$ cat src/sv/tscc_pkg.sv
// shared types and constants of the transport stream continuity checker
package tscc_pkg;

    localparam int PID_W       = 13;
    localparam int CC_W        = 4;
    localparam int ENT_W       = 6;
    localparam int TABLE_DEPTH = 1 << PID_W;
    localparam int QUEUE_DEPTH = 4;
    localparam int QUEUE_AW    = $clog2(QUEUE_DEPTH);

    localparam logic [7:0]       SYNC_VALUE = 8'h47;
    localparam logic [PID_W-1:0] NULL_PID   = 13'h1FFF;

    // table entry bit positions
    localparam int ENT_DUP_BIT  = 5;
    localparam int ENT_SEEN_BIT = 4;

    // classified header as it travels from front to back
    typedef struct packed {
        logic [PID_W-1:0] pid;
        logic             sync_ok;
        logic             transport_error;
        logic             null_packet;
        logic             scrambled;
        logic             disc;
        logic             has_payload;
        logic             update;
        logic [CC_W-1:0]  cc;
    } t_item;

endpackage

$ cat src/sv/tscc_front.sv
// front end: header field extraction, classification and input handshake
module tscc_front (
    input  logic                      i_valid,
    input  logic [7:0]                i_sync_byte,
    input  logic [7:0]                i_hdr_byte1,
    input  logic [7:0]                i_hdr_byte2,
    input  logic [7:0]                i_hdr_byte3,
    input  logic [7:0]                i_adapt_length,
    input  logic [7:0]                i_adapt_flags,
    input  logic                      i_queue_full,
    input  logic                      i_busy,
    output logic                      o_stall,
    output logic                      o_push,
    output tscc_pkg::t_item           o_item
);

    logic [tscc_pkg::PID_W-1:0] pid;
    logic [1:0]                 afc;
    logic                       sync_ok;
    logic                       te;
    logic                       is_null;
    logic                       checked;

    assign pid     = {i_hdr_byte1[4:0], i_hdr_byte2};
    assign afc     = i_hdr_byte3[5:4];
    assign sync_ok = (i_sync_byte == tscc_pkg::SYNC_VALUE);
    assign te      = sync_ok && i_hdr_byte1[7];
    assign is_null = sync_ok && !i_hdr_byte1[7] && (pid == tscc_pkg::NULL_PID);
    // packets that get the scrambling, discontinuity and counter checks
    assign checked = sync_ok && !i_hdr_byte1[7] && (pid != tscc_pkg::NULL_PID);

    assign o_stall = i_queue_full || i_busy;
    assign o_push  = i_valid && !o_stall;

    always_comb begin
        o_item                 = '0;
        o_item.pid             = pid;
        o_item.sync_ok         = sync_ok;
        o_item.transport_error = te;
        o_item.null_packet     = is_null;
        o_item.scrambled       = checked && (i_hdr_byte3[7:6] != 2'b00);
        o_item.disc            = checked && afc[1] && (i_adapt_length != 8'd0)
                                 && i_adapt_flags[7];
        o_item.has_payload     = afc[0];
        o_item.update          = checked && (afc != 2'b00);
        o_item.cc              = i_hdr_byte3[3:0];
    end

endmodule

$ cat config.mk
export PLATFORM = sky130hd
export DESIGN_NAME = tscc_front
export DESIGN_NICKNAME = d
export VERILOG_FILES = /design/src/sv/tscc_pkg.sv /design/src/sv/tscc_front.sv
export SDC_FILE = /design/constraint.sdc
export NUM_CORES = 1
export LEC_CHECK = 0
export BUFFER_PORTS_ARGS = -buffer_cell sky130_fd_sc_hd__buf_2
export CAP_MARGIN = 20
export CELL_PAD_IN_SITES_DETAIL_PLACEMENT = 1
export CELL_PAD_IN_SITES_GLOBAL_PLACEMENT = 2
export CORE_AREA = 2 2 58 60
export DETAILED_ROUTE_END_ITERATION = 6
export DIE_AREA = 0 0 60 62
export GPL_ROUTABILITY_DRIVEN = 0
export PLACE_DENSITY_LB_ADDON = 0.12
export SYNTH_ARGS = -nofsm -noshare
export SYNTH_HDL_FRONTEND = slang
export SYNTH_SLANG_ARGS = --single-unit
$ cat constraint.sdc
create_clock -name vclk -period 1.55
set_input_delay 0.155 -clock vclk [all_inputs]
set_output_delay 0.155 -clock vclk [all_outputs]
set_load 0.05 [all_outputs]
## After elaboration in Yosys (flattened, before gate mapping)

Cells that the tools add are included.

| operators by class | value |
|---|---|
| reductions and logical operators | 16 |
| eq/ne operators | 3 |

Operators with widths:

| operator | number |
|---|---|
| 13-bit equality test (second input constant) | 1 |
| 13-bit != test (second input constant) | 1 |
| 1-bit logical AND | 10 |
| 8-bit by 7-bit equality test with 1-bit output (second input constant) | 1 |
| 8-bit nonzero test | 1 |
| 2-bit nonzero test | 2 |
| 1-bit zero test | 2 |
| 1-bit logical OR | 1 |

| storage, ports and cells | value |
|---|---|
| input bits | 51 |
| register bits after elaboration | 0 |
| output and inout bits | 26 |
| word-level logic and storage cells | 19 |

## Longest topological paths before layout

| depth | value |
|---|---|
| word-level depth | 6 |
| gate-level depth with buffers | 4 |
| depth with buffers taken out | 3 |

## Worst setup path before layout

No wires, ideal clock.

| path | value |
|---|---|
| path type | input to output |
| from | input port i_sync_byte[3] |
| to | output port o_item[4] in the netlist's numbering |
| cell stages on the path | 3 |
| setup slack | -738 ps |
| required time | 1395 ps |
| path buffers | 0 |
| data arrival time | 2133 ps |
| path through | and4bb_1 -> nand4_2 -> nor4_1 |

RTL lines:

| element | RTL line | source |
|---|---|---|
| start, declared | tscc_front.sv:4 | `input logic [7:0] i_sync_byte,` |
| end, declared | tscc_front.sv:14 | `output tscc_pkg::t_item o_item` |

==> metrics.yaml <==
status: "finished clean"
drive_above_1_share: 0.800
fmax_mhz: 687
cp.arrival_ps: 1300
nClkBuffers: 0
die_h_um: 62
antenna_found_initial: 0
fin_area_um2: 541
critPathCaptureType: "output port"
fp-row-count: 21
ios: 77
hold_viol: 0
hold_class: "input port to output port"
rsz0062_at_grt: "no"
seqCellArea_um2: 0
ys_seq_area_frac: 0
grtUsageTotal: 0.0456
finalCritPeriodShare: 0.939
grt_pass1_vias: 327
post_drt_wl_per_cell_um: 8.15
relSlewSlack: 0.813
power_density_nw_per_um2: 301
yosys.area.top_type: "buf_4"
post-route-min-period_ps: 1450
core-area_um2: 3180
antenna_left: 0
start_kind: "input port"
synth.distinct_cells: 14
placed_cell_area_um2: 536
drc_errors: 0
grt_pass1_wl_um: 1350
leakage_nw: 0.317
io_buffers: 60
holdWs_ps: 310
synth.avg_cell_area_um2: 6.85
power_mw: 0.163
dp_cells: 131
die_w_um: 60
tns_ps: 0
yosysMostFrequentCell: "buf_4"
synth.top_cells.by_area: "buf_4 52%, nor2_1 6.2%, nor4_1 6.2%"
die_area_um2: 3720
start_util: 0.0948
flops_and_latches: 0
syn_area_um2: 302
drv_slew: 0
required_ps: 1390
synth_warnings: 0
post-route-util: 0.170
ir_drop_mv: 0.0526
synth_common_cells: "21 x buf_4, 5 x nor2_1, 3 x inv_1, 3 x nor4_1"
syn-instance-count: 44
final_cells: 131
critPathMaxFanout: 5
yosysTopAreaCellShare: 0.523
antenna_cells: 0
finalNetCount: 138
routed_wl_um: 1070
synthesis.nets: 95
cap_violations: 0
firstDrtPassIters: 2
dpl_worst_slack_ps: 54.4
grt_max_degree: 6
first_iter_violations: 1
setup_viol: 0
vias_per_cell: 3.37
syn2layout_area_growth_pct: 79.3
setup_ws_ps: 95.1
overflow: 0
dp_hpwl_um: 1060
crit_type: "input port to output port"
num_vias: 441
tightest_slew_ps: 278
ctsHoldBuffers: 0
cells by family (layout without fill, tap and decap cells):
| kind of cell | count (synthesis) | count (layout) | share of synthesized area |
|---|---|---|---|
| simple gates | 19 | 19 | 0.415 |
| compound gates | 1 | 1 | 0.0249 |
| buf+inv | 24 | 65 | 0.560 |
worst paths after layout:
check | startpoint | depth (start not counted) | to | slack, ps
min | i_hdr_byte3[0] | 0 | o_item[0] | 310
max | i_sync_byte[3] | 5 | o_item[7] | 100
metal layers:
layer,vias up,part of all wire,routed length [um],GRT usage
met5,-,0,0,0
met4,0,0,0,0
met3,0,0.12,133,0.00414
met2,35,0.55,591,0.101
met1,192,0.32,342,0.0480
li1,214,-,-,-
repair_timing:
item                                    in CTS  in global routing
setup buffers                                0                  0
gates resized for setup                      0                  2
endpoints found under the setup margin       0                  2
placed cells by master, fill, tap and decap left out:
cell and count:
and4bb_1 1, o211ai_1 1, clkbuf_4 2, nor3b_1 1
or2_2 1, nor4_2 4, buf_4 2, nand3_1 1
nand4_1 2, buf_2 58, nand4_2 1, nand2_1 1
or4_1 2, inv_1 3, nor2_1 5
cell type report:
| type | instances | area [um^2] |
|---|---|---|
| Fill cell | 413 | 2640 |
| Timing Repair Buffer | 62 | 320 |
| Multi-Input combinational cell | 20 | 151 |
| Tap cell | 46 | 57.6 |
| Inverter | 3 | 11.3 |
where the power goes:
part	leakage [nW]	switching [mW]	total, mW	internal [mW]
Clock	0	0	0	0
Combinational	0.317	0.109	0.163	0.0540
Sequential	0	0	0	0
Total	0.317	0.109	0.163	0.0540
critical path, stage by stage:
cell and delay (ps):
buf_2 90, and4bb_1 260, nand4_2 200, nor4_2 310
clkbuf_4 280
No activity file was read; power rests on OpenSTA's default activity.
