**src/sv/tscc_pkg.sv**
```systemverilog
// shared types and constants of the transport stream continuity checker
package tscc_pkg;

    localparam int PID_W       = 13;
    localparam int CC_W        = 4;
    localparam int ENT_W       = 6;
    localparam int TABLE_DEPTH = 1 << PID_W;
    localparam int QUEUE_DEPTH = 4;
    localparam int QUEUE_AW    = $clog2(QUEUE_DEPTH);

    localparam logic [7:0]       SYNC_VALUE = 8'h47;
    localparam logic [PID_W-1:0] NULL_PID   = 13'h1FFF;

    // table entry bit positions
    localparam int ENT_DUP_BIT  = 5;
    localparam int ENT_SEEN_BIT = 4;

    // classified header as it travels from front to back
    typedef struct packed {
        logic [PID_W-1:0] pid;
        logic             sync_ok;
        logic             transport_error;
        logic             null_packet;
        logic             scrambled;
        logic             disc;
        logic             has_payload;
        logic             update;
        logic [CC_W-1:0]  cc;
    } t_item;

endpackage

```
**src/sv/tscc_queue.sv**
```systemverilog
// short fifo of classified headers between front and back
module tscc_queue (
    input  logic            i_clk,
    input  logic            i_rst_n,
    input  logic            i_push,
    input  tscc_pkg::t_item i_item,
    input  logic            i_pop,
    output logic            o_full,
    output logic            o_not_empty,
    output tscc_pkg::t_item o_item
);

    tscc_pkg::t_item                r_mem [tscc_pkg::QUEUE_DEPTH];
    logic [tscc_pkg::QUEUE_AW-1:0]  r_wr_ptr;
    logic [tscc_pkg::QUEUE_AW-1:0]  r_rd_ptr;
    logic [tscc_pkg::QUEUE_AW:0]    r_count;
    logic [tscc_pkg::QUEUE_AW:0]    n_count;

    assign o_full      = (r_count == (tscc_pkg::QUEUE_AW+1)'(tscc_pkg::QUEUE_DEPTH));
    assign o_not_empty = (r_count != '0);
    assign o_item      = r_mem[r_rd_ptr];

    always_comb begin
        n_count = r_count;
        if (i_push && !i_pop) begin
            n_count = r_count + 1'b1;
        end else if (!i_push && i_pop) begin
            n_count = r_count - 1'b1;
        end
    end

    always_ff @(posedge i_clk) begin
        if (i_push) begin
            r_mem[r_wr_ptr] <= i_item;
        end
    end

    always_ff @(posedge i_clk) begin
        if (!i_rst_n) begin
            r_wr_ptr <= '0;
            r_rd_ptr <= '0;
            r_count  <= '0;
        end else begin
            if (i_push) begin
                r_wr_ptr <= r_wr_ptr + 1'b1;
            end
            if (i_pop) begin
                r_rd_ptr <= r_rd_ptr + 1'b1;
            end
            r_count <= n_count;
        end
    end

endmodule

```
**config.mk**
```make
export PLATFORM = sky130hd
export DESIGN_NAME = tscc_queue
export DESIGN_NICKNAME = d
export VERILOG_FILES = /design/src/sv/tscc_pkg.sv /design/src/sv/tscc_queue.sv
export SDC_FILE = /design/constraint.sdc
export NUM_CORES = 1
export LEC_CHECK = 0
export ABC_AREA = 0
export BUFFER_PORTS_ARGS = -buffer_cell sky130_fd_sc_hd__buf_4
export CAP_MARGIN = 40
export CORE_ASPECT_RATIO = 0.75
export CORE_MARGIN = 1.5
export CORE_UTILIZATION = 61
export DETAILED_ROUTE_END_ITERATION = 10
export PLACE_DENSITY = 0.84
export RECOVER_POWER = 25
export SLEW_MARGIN = 0
export SYNTH_ARGS = -nofsm -noshare
export SYNTH_HDL_FRONTEND = slang
export SYNTH_SLANG_ARGS = --single-unit
```
**constraint.sdc**
```tcl
create_clock -name i_clk -period 4 [get_ports i_clk]
set_clock_uncertainty 0.1 [all_clocks]
set_input_delay 0.4 -clock i_clk [delete_from_list [all_inputs] [get_ports i_clk]]
set_output_delay 0.4 -clock i_clk [all_outputs]
set_load 0.005 [all_outputs]
```
-- Yosys cells after proc, flatten, opt, wreduce, memory -nomap -nowiden
Memory sizes are Yosys's and may differ from the RTL's. A register that Yosys moved wholly into a read port is not among the register bits.
Index checks and enable logic that the tools add are counted.
- input bits: 28
- register bits after elaboration: 7
- memories: 1
- word-level logic and storage cells: 21
- output and inout bits: 26
- memory bits (writable): 96
- memories (memory ; depth ; width ; rd ports ; clocked after memory_dff ; write ports ; line ; RTL):
    r_mem ; 4 ; 24 ; 1 ; 1 ; 1 ; tscc_queue.sv:13 ; tscc_pkg::t_item r_mem [tscc_pkg::QUEUE_DEPTH];
- add/sub/neg operators: 4
- equal/unequal tests: 1
- reduce and logical (&&, ||, !) cells: 6
- mux-type cells: 6
- operators by type and width (kind ; count):
    $mux W3 ; 2
    $add A2 B1 Y2 const B ; 2
    $mux W2 ; 2
    $add A3 B1 Y3 const B ; 1
    $eq A3 B3 Y1 const B ; 1
    $reduce_bool A3 Y1 ; 1
    $sub A3 B1 Y3 const B ; 1
    $logic_and A1 B1 Y1 ; 2
    $logic_not A1 Y1 ; 2
    $mux W1 ; 2
    $reduce_bool A2 Y1 ; 1

-- Depth between registers and ports, before layout
- depth after elaboration: 4
- depth in mapped cells: 7
- mapped depth without buffers: 7

-- Worst setup path after synthesis
No wires, ideal clock.
- path type: input to register
- start: input i_pop
- end: register r_count[2] in the netlist's numbering
- slack: 2.242 ns
- data arrival time: 1.582 ns
- stages on the path: 7
- required time: 3.824 ns
- setup time: 0.076 ns
- buffers on the path: 0
- cell sequence: inv_1 > ha_1 > inv_1 > fa_1 > xor2_1 > or3_1 > a21boi_0
- longest elaborated chain between the ends: 3
- elaborated cells between the ends (all ways): 5
- those cells by class: mux (1); reduce/logical (4)
- RTL lines (item ; line ; RTL):
    start: declaration ; tscc_queue.sv:7 ; input logic i_pop,
    $logic_not A1 Y1 ; tscc_queue.sv:25 ; if (i_push && !i_pop) begin
    $logic_and A1 B1 Y1 ; tscc_queue.sv:25 ;
    $mux W3 or $reduce_bool A2 Y1 (tied branches) ; -- ;
    end signal: assignment ; tscc_queue.sv:50 ; r_count <= n_count;
    end: declaration ; tscc_queue.sv:16 ; logic [tscc_pkg::QUEUE_AW:0] r_count;
Several ways; a longest one is shown, not always the timed one.
A chain may end at the register's enable or synchronous reset.

==> results.tsv <==
metric	value	unit
Rows	25	
total die area	6972	um^2
Worst Path Class, Setup	register to output port	
filler-free cell count of the finished design	318	
critical path peak fanout	24	
DR iter-0 viols	78	
total CTS buffers	9	
met2 WL	3.198	mm
Routed wire per std cell	19.49	um
antenna violations before repair	0	
DRT antenna net count	0	
Cell variety after synth	21	
final-layout setup total negative slack	0	ns
cells on worst reg2reg path	4	
instance count after placement with tap cells included	302	
IR drop worst, VDD	0.2770	mV
routability cong.	0.7064	
root buffer cell	sky130_fd_sc_hd__clkbuf_8	
max-slew violation count	0	
boundary pin count	54	
number of sinks driven by the clock tree	105	
critical path launch point type	register	
number of register bits inferred by synthesis	105	
Total Routing Usage GR	19.62	%
length of routed wiring on met1	2.614	mm
post-synthesis area per instance	23.37	um^2
clock edge transition at the registers on the reported setup and hold paths	0.09	ns
setup repair after global routing missed its margin	no	
end-of-flow core utilization	72.70	%
capture instance of the worst register-to-register path	r_mem[0][9]$_DFFE_PP_	
Die Span X	95.92	um
Hold Crit Start	i_item[23]	
r2r startpoint	r_wr_ptr[0]$_SDFFE_PN0P_	
Initial Util	62.83	%
quantity of hold-fixing buffers added after cts	0	
height of the die	72.69	um
post-detail-place hpwl	4.079	mm
post-synthesis cell count	169	
highest routed layer	met4	
max-slew headroom at the worst pin	44.17	%
terminating pin of the worst hold path	r_mem[0][23]$_DFFE_PP_	
arrival time reported for the critical path endpoint	2.06	ns
fillers	379	
Maximum Capacitance Violations	0	
placeable core region	6287	um^2
f_max	390.2	MHz
post-layout min period	2.563	ns
summed instance area of the synthesized netlist	3950	um^2
number of input and output port buffers inserted	53	
total power divided by cell area	477.6	nW/um^2
total via count after detailed routing	1776	
total setup buffers inserted after CTS	0	
Post-layout nets	266	
number of levels the H-tree was split into	3	
total setup violations reported at the end of the flow	0	
largest net degree at the start of global routing	25	
Total Wirelength	6.198	mm
Worst Tran Pin Value	0.8375	ns
GRT Residual Overflow	0	
minimum setup slack among reg-to-reg paths	2.13	ns
Final Worst Setup Slack	1.437	ns
maximum buffer depth of the clock tree	2	
count of instances resized after the clock tree is built	0	
insertion delay of the later-clocked pin in the worst-skew pair	0.36	ns
area fraction of the dominant cell type after synthesis	72.98	%
sequential fraction of the synthesis area	77.54	%
post-synthesis net count	203	
number of antenna diodes	0	
run status	completed	
vias in the first global route	1834	
wire length of the first global-routing pass	9.287	mm
fraction of final layout cells with drive strength greater than 1	32.49	%
wire length on met3	366	um
Residual DRC	0	
CP Data Required Time	3.50	ns
Hold Fails Final Rpt	0	
number of vias per cell after detailed routing	5.585	
DP Worst Slack	1.757	ns
yosys warns	0	
post-synthesis to final-layout area growth	15.71	%
leak pwr	0.001553	uW
CTS tree	built	
dominant cells by area after synthesis	sky130_fd_sc_hd__edfxtp_1 (73%), sky130_fd_sc_hd__mux4_2 (11%), sky130_fd_sc_hd__dfxtp_1 (4.6%)	
library cell occupying the most area in the post-synthesis netlist	sky130_fd_sc_hd__edfxtp_1	
CP endpoint kind	output port	
Hold Path Stages	1	
crit share post-route	64.07	%
number of detailed-route iterations in the first pass	4	
Tightest Hold Check Type	input pin to register	
==> layer usage <==
| metal | vias up | global-route usage [%] |
|---|---|---|
| met2 | 56 | 33.26 |
| met5 | - | 0 |
| li1 | 813 | - |
| met1 | 905 | 24.04 |
| met3 | 2 | 6.979 |
| met4 | 0 | 5.556 |
==> cell usage in the layout (no fill, tap or decap), drive strengths merged, types with 2 or more instances in the layout <==
cell / n
nor2b: 2
and2: 9
ha: 5
buf: 40
inv: 8
dfxtp: 9
xor2: 3
mux4: 24
clkbuf: 27
edfxtp: 96
or3: 2
mux2i: 2
xnor2: 2
==> sequential cells by signal, indices dropped and copies added, names as in the netlist, named ones only <==
signal    cells
r_mem        96
r_count       3
r_wr_ptr      2
r_rd_ptr      2
==> Yosys cell counts, drive strengths merged <==
| cell type | instances |
|---|---|
| buf | 5 |
| mux4 | 24 |
| and2 | 9 |
| fa | 1 |
| mux2i | 2 |
| clkbuf | 1 |
| xor2 | 3 |
| inv | 4 |
| or3 | 2 |
| o21ai | 1 |
| dfxtp | 9 |
| edfxtp | 96 |
| nor2b | 2 |
| ha | 5 |
| a21boi | 1 |
| xnor2 | 2 |
| nor3b | 1 |
| nand2 | 1 |
==> how the worst max path moves through the flow <==
stage,from,to,slack [ns],cells after the start
2_1_floorplan,i_pop,r_count[2]$_SDFFE_PN0P_,2.24,7
3_3_place_gp,register,o_item[23],1.81,2
3_5_place_dp,register,o_item[11],1.76,2
4_1_cts,register,o_item[11],1.35,2
5_1_grt,register,o_item[11],1.27,2
6_report,register,o_item[11],1.44,2
==> worst max-delay path, cell delays in order, from the launching register on <==
cell                      delay [ns]
sky130_fd_sc_hd__dfxtp_2        0.89
sky130_fd_sc_hd__mux4_1         0.66
sky130_fd_sc_hd__buf_4          0.16
==> per-stage QoR <==
step / hold WS (ns) / total power, uW / area, um^2
4_1_cts: 0.1128 / 2214 / 4638
3_5_place_dp: 0.3963 / 1563 / 4431
2_1_floorplan: 0.3674 / 1439 / 3950
5_1_grt: 0.1262 / 2269 / 4571
6_report: 0.1474 / 2183 / 4571
3_3_place_gp: 0.3926 / 1547 / 4415
==> area by class of cell <==
class | count | area [um^2] | area share, %
multi-input combinational | 54 | 807.0 | 17.66
clock buffer | 9 | 123.9 | 2.710
sequential | 105 | 3064 | 67.04
timing repair buffer | 58 | 375.4 | 8.212
tap | 81 | 101.3 | 2.217
clock inverter | 7 | 83.83 | 1.834
inverter | 4 | 15.01 | 0.3285
==> power breakdown <==
part | internal [uW] | switching [uW] | total (uW)
registers | 1260 | 36.7 | 1290
clock network | 301 | 357 | 658
logic | 137 | 95.1 | 232
total | 1690 | 489 | 2180
==> cells by family after synthesis <==
logic type	share of synthesized area [%]
xor+xnor	1.109
simple gates	2.344
compound gates	0.3167
flops	77.54
fa+ha+maj	2.091
buf+inv	2.027
mux	14.57
Power figures use the tool's default switching activity.
